$ cat src/sv/pf_pkg.sv
// pf_pkg: shared types and constants for the trial-division factoriser
// result item layout, field widths and result limits
// no dependencies
package pf_pkg;

    localparam int FACTOR_BITS  = 31;
    localparam int EXP_BITS     = 5;
    localparam int MAX_RESULTS  = 9;
    localparam int RES_CNT_BITS = $clog2(MAX_RESULTS + 1);

    localparam logic [EXP_BITS-1:0] EXP_MAX = EXP_BITS'(31);

    typedef struct packed {
        logic [FACTOR_BITS-1:0] factor;
        logic [EXP_BITS-1:0]    exponent;
        logic                   last;
    } t_pf_res;

endpackage

$ cat src/sv/pf_front.sv
// pf_front: input stage, takes items and classifies them as empty or to be factored
// feeds pf_queue; uses pf_pkg
module pf_front
    import pf_pkg::*;
#(
    parameter int VALUE_BITS = 32
) (
    input  logic                  i_clk,
    input  logic                  i_rst_n,
    input  logic                  i_in_valid,
    output logic                  o_in_stall,
    input  logic [31:0]           i_number,
    input  logic                  i_full,
    output logic                  o_push,
    output logic                  o_empty,
    output logic [VALUE_BITS-1:0] o_value
);

    localparam int EXT_BITS = (VALUE_BITS > 32) ? VALUE_BITS : 32;

    logic [EXT_BITS-1:0]   w_ext;
    logic [VALUE_BITS-1:0] w_val;
    logic                  w_empty;
    logic                  r_valid;
    logic                  r_empty;
    logic [VALUE_BITS-1:0] r_value;

    // bits above the value width are ignored
    assign w_ext   = EXT_BITS'($signed(i_number));
    assign w_val   = w_ext[VALUE_BITS-1:0];
    assign w_empty = w_val[VALUE_BITS-1] || (w_val <= VALUE_BITS'(1));

    assign o_push     = r_valid && !i_full;
    assign o_in_stall = r_valid && i_full;
    assign o_empty    = r_empty;
    assign o_value    = r_value;

    always_ff @(posedge i_clk) begin
        if (!i_rst_n) begin
            r_valid <= 1'b0;
        end else if (!o_in_stall) begin
            r_valid <= i_in_valid;
        end
    end

    always_ff @(posedge i_clk) begin
        if (!o_in_stall && i_in_valid) begin
            r_empty <= w_empty;
            r_value <= w_val;
        end
    end

endmodule

$ cat src/sv/pf_queue.sv
// pf_queue: short first-in first-out queue between front and back
// flip-flop storage; no dependencies
module pf_queue #(
    parameter int WIDTH = 33,
    parameter int DEPTH = 2
) (
    input  logic             i_clk,
    input  logic             i_rst_n,
    input  logic             i_push,
    input  logic [WIDTH-1:0] i_data,
    output logic             o_full,
    output logic             o_valid,
    output logic [WIDTH-1:0] o_data,
    input  logic             i_pop
);

    localparam int PTR_BITS = (DEPTH > 1) ? $clog2(DEPTH) : 1;
    localparam int CNT_BITS = $clog2(DEPTH + 1);

    logic [WIDTH-1:0]    r_mem [DEPTH];
    logic [PTR_BITS-1:0] r_wr;
    logic [PTR_BITS-1:0] r_rd;
    logic [CNT_BITS-1:0] r_cnt;
    logic                w_push;
    logic                w_pop;

    assign o_full  = (r_cnt == CNT_BITS'(DEPTH));
    assign o_valid = (r_cnt != '0);
    assign o_data  = r_mem[r_rd];
    assign w_push  = i_push && !o_full;
    assign w_pop   = i_pop && o_valid;

    always_ff @(posedge i_clk) begin
        if (!i_rst_n) begin
            r_wr  <= '0;
            r_rd  <= '0;
            r_cnt <= '0;
        end else begin
            if (w_push) begin
                r_wr <= (r_wr == PTR_BITS'(DEPTH - 1)) ? '0 : r_wr + PTR_BITS'(1);
            end
            if (w_pop) begin
                r_rd <= (r_rd == PTR_BITS'(DEPTH - 1)) ? '0 : r_rd + PTR_BITS'(1);
            end
            if (w_push && !w_pop) begin
                r_cnt <= r_cnt + CNT_BITS'(1);
            end else if (w_pop && !w_push) begin
                r_cnt <= r_cnt - CNT_BITS'(1);
            end
        end
    end

    always_ff @(posedge i_clk) begin
        if (w_push) begin
            r_mem[r_wr] <= i_data;
        end
    end

endmodule

$ cat src/sv/pf_div.sv
// pf_div: restoring divider, one quotient bit per cycle
// gives quotient and remainder; no dependencies
module pf_div #(
    parameter int VALUE_BITS = 32
) (
    input  logic                  i_clk,
    input  logic                  i_rst_n,
    input  logic                  i_start,
    input  logic [VALUE_BITS-1:0] i_dividend,
    input  logic [VALUE_BITS-1:0] i_divisor,
    output logic                  o_done,
    output logic [VALUE_BITS-1:0] o_quotient,
    output logic [VALUE_BITS-1:0] o_remainder
);

    localparam int CW = $clog2(VALUE_BITS);

    logic                  r_busy;
    logic                  r_done;
    logic [CW-1:0]         r_cnt;
    logic [VALUE_BITS-1:0] r_quo;
    logic [VALUE_BITS-1:0] r_rem;
    logic [VALUE_BITS-1:0] r_dvs;
    logic [VALUE_BITS:0]   w_part;
    logic [VALUE_BITS:0]   w_diff;
    logic                  w_ge;

    assign w_part = {r_rem, r_quo[VALUE_BITS-1]};
    assign w_diff = w_part - {1'b0, r_dvs};
    assign w_ge   = !w_diff[VALUE_BITS];

    assign o_done      = r_done;
    assign o_quotient  = r_quo;
    assign o_remainder = r_rem;

    always_ff @(posedge i_clk) begin
        if (!i_rst_n) begin
            r_busy <= 1'b0;
            r_done <= 1'b0;
            r_cnt  <= '0;
        end else begin
            r_done <= 1'b0;
            if (i_start) begin
                r_busy <= 1'b1;
                r_cnt  <= CW'(VALUE_BITS - 1);
            end else if (r_busy) begin
                if (r_cnt == '0) begin
                    r_busy <= 1'b0;
                    r_done <= 1'b1;
                end
                r_cnt <= r_cnt - CW'(1);
            end
        end
    end

    always_ff @(posedge i_clk) begin
        if (i_start) begin
            r_quo <= i_dividend;
            r_rem <= '0;
            r_dvs <= i_divisor;
        end else if (r_busy) begin
            r_rem <= w_ge ? w_diff[VALUE_BITS-1:0] : w_part[VALUE_BITS-1:0];
            r_quo <= {r_quo[VALUE_BITS-2:0], w_ge};
        end
    end

endmodule

$ cat src/sv/pf_back.sv
// pf_back: trial-division sequencer, drives pf_div and the output register
// takes jobs from pf_queue; uses pf_pkg and pf_div
module pf_back
    import pf_pkg::*;
#(
    parameter int VALUE_BITS = 32
) (
    input  logic                  i_clk,
    input  logic                  i_rst_n,
    input  logic                  i_q_valid,
    input  logic                  i_q_empty,
    input  logic [VALUE_BITS-1:0] i_q_value,
    output logic                  o_q_pop,
    output logic                  o_out_valid,
    input  logic                  i_out_stall,
    output t_pf_res               o_res
);

    localparam int EXT_BITS = (VALUE_BITS > FACTOR_BITS) ? VALUE_BITS : FACTOR_BITS;

    localparam logic [1:0] S_IDLE  = 2'd0;
    localparam logic [1:0] S_START = 2'd1;
    localparam logic [1:0] S_DIV   = 2'd2;
    localparam logic [1:0] S_EMIT  = 2'd3;

    logic [1:0]              r_state, n_state;
    logic [VALUE_BITS-1:0]   r_rem, n_rem;
    logic [VALUE_BITS-1:0]   r_d, n_d;
    logic [EXP_BITS-1:0]     r_cnt, n_cnt;
    logic [RES_CNT_BITS-1:0] r_n, n_n;
    logic                    r_outer, n_outer;
    t_pf_res                 r_pend, n_pend;
    logic                    r_out_valid;
    t_pf_res                 r_out;

    logic                    w_div_start;
    logic                    w_div_done;
    logic [VALUE_BITS-1:0]   w_quo;
    logic [VALUE_BITS-1:0]   w_rmd;
    logic [VALUE_BITS-1:0]   w_d_next;
    logic [EXT_BITS-1:0]     w_d_ext;
    logic [EXT_BITS-1:0]     w_rem_ext;
    logic                    w_last_fac;
    logic                    w_slot_free;

    pf_div #(
        .VALUE_BITS (VALUE_BITS)
    ) u_div (
        .i_clk       (i_clk),
        .i_rst_n     (i_rst_n),
        .i_start     (w_div_start),
        .i_dividend  (r_rem),
        .i_divisor   (r_d),
        .o_done      (w_div_done),
        .o_quotient  (w_quo),
        .o_remainder (w_rmd)
    );

    assign w_div_start = (r_state == S_START);
    assign w_d_next    = (r_d == VALUE_BITS'(2)) ? VALUE_BITS'(3) : r_d + VALUE_BITS'(2);
    assign w_d_ext     = EXT_BITS'(r_d);
    assign w_rem_ext   = EXT_BITS'(r_rem);
    // a remainder above one yields at least one more item, unless this item reaches the result limit
    assign w_last_fac  = (r_rem == VALUE_BITS'(1))
                      || (r_n == RES_CNT_BITS'(MAX_RESULTS - 1));
    assign w_slot_free = !r_out_valid || !i_out_stall;

    assign o_out_valid = r_out_valid;
    assign o_res       = r_out;

    always_comb begin
        n_state = r_state;
        n_rem   = r_rem;
        n_d     = r_d;
        n_cnt   = r_cnt;
        n_n     = r_n;
        n_outer = r_outer;
        n_pend  = r_pend;
        o_q_pop = 1'b0;
        unique case (r_state)
            S_IDLE: begin
                if (i_q_valid) begin
                    o_q_pop = 1'b1;
                    n_rem   = i_q_value;
                    n_d     = VALUE_BITS'(2);
                    n_cnt   = '0;
                    n_n     = '0;
                    n_outer = 1'b1;
                    if (i_q_empty) begin
                        n_pend.factor   = '0;
                        n_pend.exponent = '0;
                        n_pend.last     = 1'b1;
                        n_state         = S_EMIT;
                    end else begin
                        n_state = S_START;
                    end
                end
            end
            S_START: begin
                n_state = S_DIV;
            end
            S_DIV: begin
                if (w_div_done) begin
                    priority if (r_outer && (w_quo < r_d)) begin
                        // search over, what is left is prime
                        n_pend.factor   = w_rem_ext[FACTOR_BITS-1:0];
                        n_pend.exponent = EXP_BITS'(1);
                        n_pend.last     = 1'b1;
                        n_state         = S_EMIT;
                    end else if (w_rmd == '0) begin
                        n_rem   = w_quo;
                        n_cnt   = (r_cnt == EXP_MAX) ? r_cnt : r_cnt + EXP_BITS'(1);
                        n_outer = 1'b0;
                        n_state = S_START;
                    end else if (r_cnt != '0) begin
                        n_pend.factor   = w_d_ext[FACTOR_BITS-1:0];
                        n_pend.exponent = r_cnt;
                        n_pend.last     = w_last_fac;
                        n_n             = r_n + RES_CNT_BITS'(1);
                        n_d             = w_d_next;
                        n_cnt           = '0;
                        n_outer         = 1'b1;
                        n_state         = S_EMIT;
                    end else begin
                        n_d     = w_d_next;
                        n_outer = 1'b1;
                        n_state = S_START;
                    end
                end
            end
            S_EMIT: begin
                if (w_slot_free) begin
                    n_state = r_pend.last ? S_IDLE : S_START;
                end
            end
        endcase
    end

    always_ff @(posedge i_clk) begin
        if (!i_rst_n) begin
            r_state <= S_IDLE;
            r_cnt   <= '0;
            r_n     <= '0;
            r_outer <= 1'b1;
        end else begin
            r_state <= n_state;
            r_cnt   <= n_cnt;
            r_n     <= n_n;
            r_outer <= n_outer;
        end
    end

    always_ff @(posedge i_clk) begin
        r_rem  <= n_rem;
        r_d    <= n_d;
        r_pend <= n_pend;
    end

    always_ff @(posedge i_clk) begin
        if (!i_rst_n) begin
            r_out_valid <= 1'b0;
        end else if ((r_state == S_EMIT) && w_slot_free) begin
            r_out_valid <= 1'b1;
        end else if (!i_out_stall) begin
            r_out_valid <= 1'b0;
        end
    end

    always_ff @(posedge i_clk) begin
        if ((r_state == S_EMIT) && w_slot_free) begin
            r_out <= r_pend;
        end
    end

    a_empty_is_last: assert property (@(posedge i_clk) disable iff (!i_rst_n)
        (r_out_valid && (r_out.exponent == '0)) |-> (r_out.last && (r_out.factor == '0)))
        else $error("empty item without last mark");

    a_done_in_div: assert property (@(posedge i_clk) disable iff (!i_rst_n)
        w_div_done |-> (r_state == S_DIV))
        else $error("divider finished outside division state");

    a_cand_odd: assert property (@(posedge i_clk) disable iff (!i_rst_n)
        (r_state == S_DIV) |-> (r_d[0] || (r_d == VALUE_BITS'(2))))
        else $error("even candidate other than two");

    a_count_bound: assert property (@(posedge i_clk) disable iff (!i_rst_n)
        r_n <= RES_CNT_BITS'(MAX_RESULTS))
        else $error("result count above limit");

endmodule

$ cat src/sv/prime_factorizer.sv
// prime_factorizer: trial-division factoriser, one prime and multiplicity per output item
// work: one trial division per candidate, plus one per repeated factor
// throughput: one item in factorisation at a time, up to three more waiting,
// one in the input register and two in the queue
// reset: synchronous active-low, clears the input register, queue, sequencer and output valid
module prime_factorizer
    import pf_pkg::*;
#(
    parameter int VALUE_BITS = 32
) (
    input  logic                   i_clk,
    input  logic                   i_rst_n,
    input  logic                   i_in_valid,
    output logic                   o_in_stall,
    input  logic [31:0]            i_number,
    output logic                   o_out_valid,
    input  logic                   i_out_stall,
    output logic [FACTOR_BITS-1:0] o_factor,
    output logic [EXP_BITS-1:0]    o_exponent,
    output logic                   o_last
);

    logic                  w_push;
    logic                  w_full;
    logic                  w_f_empty;
    logic [VALUE_BITS-1:0] w_f_value;
    logic                  w_q_valid;
    logic [VALUE_BITS:0]   w_q_data;
    logic                  w_q_pop;
    t_pf_res               w_res;

    pf_front #(
        .VALUE_BITS (VALUE_BITS)
    ) u_front (
        .i_clk      (i_clk),
        .i_rst_n    (i_rst_n),
        .i_in_valid (i_in_valid),
        .o_in_stall (o_in_stall),
        .i_number   (i_number),
        .i_full     (w_full),
        .o_push     (w_push),
        .o_empty    (w_f_empty),
        .o_value    (w_f_value)
    );

    pf_queue #(
        .WIDTH (VALUE_BITS + 1),
        .DEPTH (2)
    ) u_queue (
        .i_clk   (i_clk),
        .i_rst_n (i_rst_n),
        .i_push  (w_push),
        .i_data  ({w_f_empty, w_f_value}),
        .o_full  (w_full),
        .o_valid (w_q_valid),
        .o_data  (w_q_data),
        .i_pop   (w_q_pop)
    );

    pf_back #(
        .VALUE_BITS (VALUE_BITS)
    ) u_back (
        .i_clk       (i_clk),
        .i_rst_n     (i_rst_n),
        .i_q_valid   (w_q_valid),
        .i_q_empty   (w_q_data[VALUE_BITS]),
        .i_q_value   (w_q_data[VALUE_BITS-1:0]),
        .o_q_pop     (w_q_pop),
        .o_out_valid (o_out_valid),
        .i_out_stall (i_out_stall),
        .o_res       (w_res)
    );

    assign o_factor   = w_res.factor;
    assign o_exponent = w_res.exponent;
    assign o_last     = w_res.last;

endmodule
$ cat config.mk
export PLATFORM = sky130hd
export DESIGN_NAME = prime_factorizer
export DESIGN_NICKNAME = d
export VERILOG_FILES = /design/src/sv/pf_pkg.sv /design/src/sv/pf_front.sv /design/src/sv/pf_queue.sv /design/src/sv/pf_div.sv /design/src/sv/pf_back.sv /design/src/sv/prime_factorizer.sv
export SDC_FILE = /design/constraint.sdc
export NUM_CORES = 1
export LEC_CHECK = 0
export ABC_CLOCK_PERIOD_IN_PS = 16000
export BUFFER_PORTS_ARGS = -buffer_cell sky130_fd_sc_hd__buf_2
export CELL_PAD_IN_SITES_DETAIL_PLACEMENT = 1
export CELL_PAD_IN_SITES_GLOBAL_PLACEMENT = 2
export CORE_MARGIN = 2
export CORE_UTILIZATION = 45
export DETAILED_ROUTE_END_ITERATION = 8
export GPL_TIMING_DRIVEN = 0
export PLACE_DENSITY = 0.81
export SKIP_CTS_REPAIR_TIMING = 1
export SYNTH_ARGS = -nofsm -noshare
export SYNTH_HDL_FRONTEND = slang
export SYNTH_SLANG_ARGS = --single-unit
$ cat constraint.sdc
create_clock -name i_clk -period 16 [get_ports i_clk]
set_input_delay 0.8 -clock i_clk [delete_from_list [all_inputs] [get_ports i_clk]]
set_output_delay 0.8 -clock i_clk [all_outputs]
set_load 0.01 [all_outputs]
==> results of run 1 <==
sequential cells by signal (all words and copies together) (netlist names), 2 cells and up, named ones only:
signal and count:
u_front.o_value 32, u_back.u_div.o_remainder 32, u_back.r_n 4, u_back.r_d 32, u_back.r_pend 37, u_back.r_rem 32, u_back.r_state 2, u_queue.r_cnt 2
u_back.u_div.r_dvs 32, u_back.u_div.r_cnt 5, u_back.r_cnt 5, u_back.o_res 37, u_queue.r_mem 66, u_back.u_div.o_quotient 32
cells by family (layout without fill, tap and decap cells):
kind of cell,count (synthesis),in the layout,share of synthesized area
compound gates,304,304,0.118
xor+xnor,62,62,0.0324
fa+ha+maj,73,73,0.0549
buf+inv,145,296,0.0336
flops,359,359,0.608
mux,37,37,0.0222
simple gates,465,465,0.130
per-stage QoR:
step           cells  utilization  cell area, µm²  worst slack (ns)  total power, µW
2_1_floorplan   1445            -           16800             10.44             2480
3_3_place_gp    1987        0.483           17700              7.96             2900
3_5_place_dp    1992        0.487           17900             11.40             2970
4_1_cts         2063        0.521           19100             11.39             3870
5_1_grt         2064        0.522           19200             11.18             4090
6_report        2064        0.522           19200             11.42             3850
power groups by stage:
stage	Combinational (µW)	Sequential, µW	Clock (µW)
after global routing	1510	1640	935
after floorplan	953	1520	0
after detailed placement	1340	1630	0
after CTS	1350	1610	905
after global placement	1270	1630	0
final	1350	1610	889
path summary, 6_finish.rpt:
kind / to / slack (ns) / cells after the start / from
worst max-delay path: u_back.r_pend[7]$_SDFFCE_PN0P_ / 11.42 / 14 / u_back.r_d[15]$_SDFFCE_PP0P_
worst min-delay path: u_back.o_res[7]$_DFFE_PP_ / 0.41 / 0 / u_back.r_pend[7]$_SDFFCE_PN0P_
worst max register to register: u_back.r_pend[7]$_SDFFCE_PN0P_ / 11.42 / 14 / u_back.r_d[15]$_SDFFCE_PP0P_
worst min register to register: u_back.o_res[7]$_DFFE_PP_ / 0.41 / 0 / u_back.r_pend[7]$_SDFFCE_PN0P_
metal layers:
layer	share of wire	global-route usage
met5	0	0
met4	0.020	0.0596
met3	0.033	0.0271
met2	0.51	0.419
met1	0.44	0.299
cells in the final DEF (no fill, tap or decap), types with 38 or more instances in the layout:
cell type  instances
clkbuf_16         42
buf_2             85
ha_1              72
nor2_1            84
inv_1             81
nor4_1            38
dfxtp_1           58
nand2_1          189
clkbuf_1          60
a21oi_1           49
xnor2_1           47
edfxtp_1         301
o21ai_0           77
worst max-delay path, delay by kind of cell (launching register included):
| family | cells | cell delay [ns] |
|---|---|---|
| adder cells (fa/ha/maj) | 1 | 0.32 |
| AO/OA/AOI/OAI | 4 | 0.86 |
| AND/OR/NAND/NOR | 4 | 1.28 |
| buffers and inverters | 5 | 1.47 |
| flip-flops | 1 | 0.36 |
area by class of cell:
| class | count | area [µm²] |
|---|---|---|
| Buffer | 64 | 262 |
| Clock buffer | 54 | 1110 |
| Clock inverter | 17 | 154 |
| Fill cell | 3808 | 17500 |
| Inverter | 81 | 304 |
| Multi-Input combinational cell | 941 | 6060 |
| Sequential cell | 359 | 10200 |
| Tap cell | 468 | 586 |
| Timing Repair Buffer | 80 | 490 |
==> impl_results.md, run 1 <==
* Hold Slack at 0.412 ns
* Syn_nets at roughly 1,600
* Slowest library cell on the worst path: nor2_1
* CTS tree: done
* Initial antenna violation count at 0
* Post-synth EDFFs at around 300
* Worst min path class: flop to flop
* Num CTS Buffers at 40
* Max-cap viol count at 0
* Syn Inst Count at 1,445
* Period utilization at 0.286
* PD cells at 201 nW/µm²
* Netlist cell types at 65
* CP Cell Sequence: clkbuf_1, inv_1, ha_1, nand4_1, or2_2, o211ai_1, a211oi_1, o221ai_1, nor2_1, nor2_1, clkbuf_1, a221oi_4, buf_8, buf_8
* RePlAce Congestion at 0.868
* Final Hold Fails at 0
* Num ports at 75
* Via count at between 10,000 and 15,000
* Internal power at 2400 µW
* DP HPWL at 33,500 µm
* Status: finished, final reports clean
* P&R area growth vs syn at 14.3%
* Die span in y at ~200 µm
* # clock sinks at 359
* CTS root buf: clkbuf_16
* Switching share of power at 0.378
* Required time of the worst setup path at 16.29 ns
* Final setup vio count at 0
* Pre-antenna DRT Iters at 4
* Wire per inst at 21.6 µm
* CP max stage delay at 0.72 ns
* Setup Skew at ~0.027 ns
* Grt ovf at 0
* Peak supply drop at 0.000117 V
* H-tree levels at 2
* Seq/Total Area, Yosys at 0.608
* Core Region at 36,700 µm²
* Clk slew on worst S/H paths at approximately 0.06 ns
* Layout cell share with drive strength beyond 1 at 0.110
* Reg power frac at 0.419
* Syn_area_per_cell at 11.6 µm²
* Detailed Route WL at approximately 45,000 µm
* Largest area contributor in the netlist: edfxtp_1
* Vias per cell at 5.66
* Slew Limit Fails at 0
* Post-synth top cells: 301 x edfxtp_1, 189 x nand2_1, 87 x nor2_1
* DIE AREA at between 30,000 and 40,000 µm²
* # DRC at 0
* Starting Density at 0.457
* Fmax achieved at 218 MHz
* Top FF cell, synth: edfxtp_1
* Count leader, synth: edfxtp_1
* Critical path peak fanout at 19
* IO buf count at 74
* Pin count of the biggest net entering global routing at 42
* Synth area leaders: edfxtp_1 54%, dfxtp_1 6.9%, ha_1 5.4%, nand2_1 4.2%, xnor2_1 2.5%
* Post-synth ARST share at 0
* Power share of the combinational group at 0.351
* Die width at 197 µm
* Warning count from the yosys run at 0
* Setup tns final at 0 ns
* Post-synthesis register bit count at 359
* Antenna-violating nets left at 0
* Nets@finish at around 1,700
* Mapped cell area at 16,800 µm²
* Tmin final at 4.58 ns
* Row Count at 70
* Ant. Diodes at 0
* Actual slew at the worst max-slew pin at around 1.1 ns
* First-iteration detailed-routing DRC count at 561
* Global router's overall resource usage at 0.233
* Critical path class: flop to flop
* CTS max path bufs at 3
* Pleak at about 0.0072 µW
* Clock power frac at 0.231
* Worst Path Arrival at 4.87 ns
* Switching power at roughly 1500 µW
* RSZ-0062 raised after global routing: false
* Slew headroom at 0.294
* Endpoint class of the critical path: flop
* Type of origin of the critical path: flop
* First-pass GRT wire length at 69,900 µm
* Yosys top cell area share at 0.539
* Worst-skew pair later-pin latency at 0.54 ns
* Vias in the first global route at 12,368
No activity file was read; power rests on OpenSTA's default activity.
==> run 2, diff against run 1 <==
Settings changed: ABC_CLOCK_PERIOD_IN_PS 16000 to 3800, CORE_UTILIZATION 45 to 38, PLACE_DENSITY 0.81 to 0.73.
Clock period 16 ns to 3.8 ns, I/O delays scaled along.
==> impl_results.md, run 2 (synthesis results as in run 1) <==
* FF/Latch Area at 10,200 µm²
* Commonest non-fill, non-tap cell in the layout: edfxtp_1
* Worst Path Arrival at 3.92 ns
* RePlAce Congestion at 0.848
* Status: finished, violations left
* Num CTS Buffers at 40
* Clk slew on worst S/H paths at around 0.060 ns
* Layout cell share with drive strength beyond 1 at 0.116
* Final worst slack at between 0.1 and 0.15 ns
* Hold Crit Start: i_out_stall
* Max-cap viol count at 0
* Slew Limit Fails at 0
* Placed cell count at 2,108
* Starting Density at 0.387
* Pre-antenna DRT Iters at 5
* Critical path class: flop to flop
* Die width at 214 µm
* Initial antenna violation count at 0
* Period utilization at 0.968
* Multi-input gate area at 6120 µm²
* Core Region at 43,400 µm²
* H-tree levels at 2
* First-iteration detailed-routing DRC count at approximately 550
* Wire per inst at slightly above 20 µm
* Global router's overall resource usage at 0.191
* Vias in the first global route at 11,960
* Type of origin of the critical path: flop
* Max FFs per register at 66
* Failing checks: negative hold slack
* Grt ovf at 0
* Endpoint class of the critical path: flop
* Area after DPL at 18,000 µm²
* Critical path peak fanout at 17
* Post-route insts no fill at 2,228
* Num ports at 75
* IO buf count at 74
* Fmax achieved at 272 MHz
* Pleak at 0.00732 µW
* DIE AREA at ~46,000 µm²
* Tmin final at 3.68 ns
* Nets@finish at 1,721
* R2r startpoint: u_back.r_d[17]$_SDFFCE_PP0P_
* # clock sinks at 359
* Setup Skew at roughly 0.035 ns
* CTS root buf: clkbuf_16
* CTS max path bufs at 3
* Die span in y at 214 µm
* DP HPWL at 33,400 µm
* Antenna-violating nets left at 0
* Final Hold Fails at 1
* Peak supply drop at 0.000407 V
* PD cells at 822 nW/µm²
* P&R area growth vs syn at 17.7%
* # DRC at 0
* Worst-skew pair later-pin latency at 0.57 ns
* CP startpoint: u_back.r_d[17]$_SDFFCE_PP0P_
* Via count at 11,615
* Final core occ at 0.455
* Actual slew at the worst max-slew pin at 1.08 ns
* Final setup vio count at 0
* CTS tree: done
* Filler instances at between 4,000 and 5,000
* Vias per cell at 5.21
* First-pass GRT wire length at between 60,000 and 70,000 µm
* Ant. Diodes at 0
* Fin area at 19,700 µm²
* Detailed Route WL at 45,000 µm
* Largest register by flop count: u_queue.r_mem
* Post-place setup slack at -0.893 ns
* Commonest cells after routing, fill and taps aside: 301 x edfxtp_1, 189 x nand2_1, 85 x buf_2
* Worst min path class: input port to flop
* Required time of the worst setup path at 4.04 ns
* Row Count at 76
* Hold Slack at -0.00629 ns
* Slew headroom at 0.280
* Pin count of the biggest net entering global routing at 42
==> run 2: layout make-up <==
type,instances,share of cell area
sequential,359,0.517
multi-input combinational,943,0.310
clock buffer,57,0.0555
timing repair buffer,123,0.0467
tap,585,0.0371
inverter,81,0.0156
buffer,64,0.0136
clock inverter,16,0.00463
==> run 2: worst paths after layout <==
path / cells past startpoint / end / slack, ns
min reg2reg: 0 / u_back.o_res[28]$_DFFE_PP_ / 0.40
max: 14 / u_back.r_pend[14]$_SDFFCE_PN0P_ / 0.12
min: 3 / u_back.o_out_valid$_SDFFE_PN0P_ / -0.006
max reg2reg: 14 / u_back.r_pend[14]$_SDFFCE_PN0P_ / 0.12
==> run 2: worst max-delay path, stage by stage (launching register included) <==
cell and delay [ns]:
edfxtp_1 0.48, inv_1 0.17, ha_1 0.27, a21o_1 0.16, a21o_1 0.18, a21oi_2 0.19
o211ai_1 0.13, a211oi_2 0.22, o221ai_1 0.25, nor2_2 0.23, nor2_4 0.07, clkbuf_4 0.24
a221oi_4 0.35, buf_8 0.20, buf_8 0.19
==> run 2: metal layers <==
layer  GRT usage  part of all wire  vias to the layer above
met3      0.0235             0.027                       70
li1            -                 -                     5686
met1       0.250              0.45                     5690
met2       0.327              0.49                      169
met5           0                 0                        -
met4      0.0681             0.026                        0
==> run 2: through the flow <==
stage	power, µW	TNS, ns
finish	16200	0
global route	17300	-0.201
CTS	16100	-41.52
detailed placement	12500	-38.78
global placement	12300	-105.62
floorplan	10400	0
==> run 2: power breakdown <==
group | switching [µW] | total (µW) | internal, µW
registers | 964 | 6760 | 5800
clock network | 1550 | 3570 | 2020
logic | 3650 | 5900 | 2250
total | 6160 | 16200 | 10100
==> run 3, diff against run 2 <==
Settings changed: MAX_ROUTING_LAYER from default to met4.
==> impl_results.md, run 3 (synthesis results as in run 1) <==
* Pin count of the biggest net entering global routing at 42
* Fin area at approximately 20,000 µm²
* Setup tns final at 0 ns
* First-iteration detailed-routing DRC count at 575
* Area after DPL at 18,000 µm²
* Critical path class: flop to flop
* # clock sinks at 359
* Num ports at 75
* Grt ovf at 0
* DIE AREA at 45,800 µm²
* GR Layer Usage met3 at 0.0227
* Die width at 214 µm
* Reg power frac at 0.417
* RePlAce Congestion at 0.861
* IO buf count at 74
* CTS root buf: clkbuf_16
* Max FFs per register at 66
* Fmax achieved at 272 MHz
* CTS max path bufs at 3
* Pleak at 0.00732 µW
* Slew Limit Fails at 0
* Hold Crit Start: i_out_stall
* Met2 layer usage reported by global route at 0.327
* Num CTS Buffers at 40
* Ant. Diodes at 0
* Reg2reg path depth at 14
* Required time of the worst setup path at slightly above 4 ns
* Max-cap viol count at 0
* Commonest cells after routing, fill and taps aside: 301 x edfxtp_1, 189 x nand2_1, 85 x buf_2
* Nets@finish at 1,721
* CTS tree: done
* Clk slew on worst S/H paths at 0.06 ns
* Top Usage Layer GRT: met2
* Period utilization at 0.966
* First-pass GRT wire length at 68,400 µm
* Final Hold Fails at 1
* Hold Slack at -0.00674 ns
* R2R Path End: u_back.r_pend[20]$_SDFFCE_PN0P_
* R2r startpoint: u_back.r_d[17]$_SDFFCE_PP0P_
* R2r setup slk at 0.13 ns
* Tmin final at 3.67 ns
* Row Count at 76
* PD cells at roughly 800 nW/µm²
* Power share of the combinational group at 0.363
* Detailed Route WL at 45,000 µm
* Commonest non-fill, non-tap cell in the layout: edfxtp_1
* Layout cell share with drive strength beyond 1 at 0.116
* Worst-skew pair later-pin latency at between 0.5 and 0.6 ns
* Setup Skew at 0.0344 ns
* Endpoint class of the critical path: flop
* P&R area growth vs syn at 17.7%
* Initial antenna violation count at 0
* # DRC at 0
* Worst min path class: input port to flop
* Antenna-violating nets left at 0
* Switching power at 6150 µW
* Die span in y at approximately 210 µm
* Switching share of power at 0.379
* Critical path peak fanout at 17
* Internal power at 10,100 µW
* Wire per inst at 20.2 µm
* Peak supply drop at 0.000407 V
* Actual slew at the worst max-slew pin at 1.04 ns
* H-tree levels at 2
* Type of origin of the critical path: flop
* DP HPWL at 33,400 µm
* Worst Hold Depth at 3
* Pre-antenna DRT Iters at 5
* Clock power frac at 0.220
* Status: finished, violations left
* Vias in the first global route at about 12,000
* Hold endpoint: u_back.o_out_valid$_SDFFE_PN0P_
* Failing checks: negative hold slack
* Global routing usage on met1 at 0.250
* Global router's overall resource usage at 0.197
* Final setup vio count at 0
* Largest register by flop count: u_queue.r_mem
* Slew headroom at 0.304
* Vias per cell at approximately 5.2
* Core Region at 43,400 µm²
* Starting Density at 0.387
* Via count at 11,608
* Worst Path Arrival at between 3 and 4 ns
-- run 3: layout make-up --
cell class	count	area, µm²
Clock inverter	16	91.3
Clock buffer	57	1100
Tap cell	585	732
Inverter	81	308
Timing Repair Buffer	123	921
Multi-Input combinational cell	943	6120
Sequential cell	359	10200
Fill cell	4645	23600
Buffer	64	268
-- run 3: power by group through the flow --
stage | logic [µW] | clock network [µW] | registers (µW)
2_1_floorplan | 4030 | 0 | 6390
3_3_place_gp | 5410 | 0 | 6850
3_5_place_dp | 5600 | 0 | 6860
4_1_cts | 5650 | 3650 | 6780
5_1_grt | 6610 | 3780 | 6890
6_report | 5900 | 3560 | 6760
-- run 3: critical path, cell delays in order (launching register included) --
cell and delay, ns:
edfxtp_1 0.48, inv_1 0.17, ha_1 0.27, a21o_1 0.16, a21o_1 0.18, a21oi_2 0.19
o211ai_1 0.13, a211oi_2 0.22, o221ai_1 0.25, nor2_2 0.23, nor2_4 0.07, clkbuf_4 0.24
a221oi_4 0.35, buf_8 0.20, buf_8 0.19
-- run 3: how the worst max path moves through the flow --
stage                                             from                               to  slack (ns)  depth (start not counted)
after floorplan           u_back.r_d[17]$_SDFFCE_PP0P_   u_back.r_pend[0]$_SDFFCE_PP1P_        0.08                         12
final                     u_back.r_d[17]$_SDFFCE_PP0P_  u_back.r_pend[20]$_SDFFCE_PN0P_        0.13                         14
after global routing       u_back.r_d[5]$_SDFFCE_PP0P_  u_back.r_pend[18]$_SDFFCE_PN0P_       -0.02                         14
after global placement    u_back.r_d[17]$_SDFFCE_PP0P_  u_back.r_pend[19]$_SDFFCE_PN0P_       -1.56                         12
after detailed placement  u_back.r_d[15]$_SDFFCE_PP0P_   u_back.r_pend[8]$_SDFFCE_PN0P_       -0.89                         14
after CTS                 u_back.r_d[17]$_SDFFCE_PP0P_  u_back.r_pend[14]$_SDFFCE_PN0P_       -0.92                         14
-- run 3: through the flow --
| step | power [µW] | util | setup slack [ns] | instances |
|---|---|---|---|---|
| final | 16200 | 0.455 | 0.130 | 2228 |
| after global routing | 17300 | 0.455 | -0.0173 | 2228 |
| after CTS | 16100 | 0.443 | -0.922 | 2181 |
| after detailed placement | 12500 | 0.415 | -0.893 | 2108 |
| after global placement | 12300 | 0.413 | -1.56 | 2104 |
| after floorplan | 10400 | - | 0.0830 | 1445 |
-- run 3: layer usage --
layer  vias up  routed length, µm
met1      5690              20400
met2       158              22200
met5         -                  0
met4         0               1170
li1       5689                  -
met3        71               1260
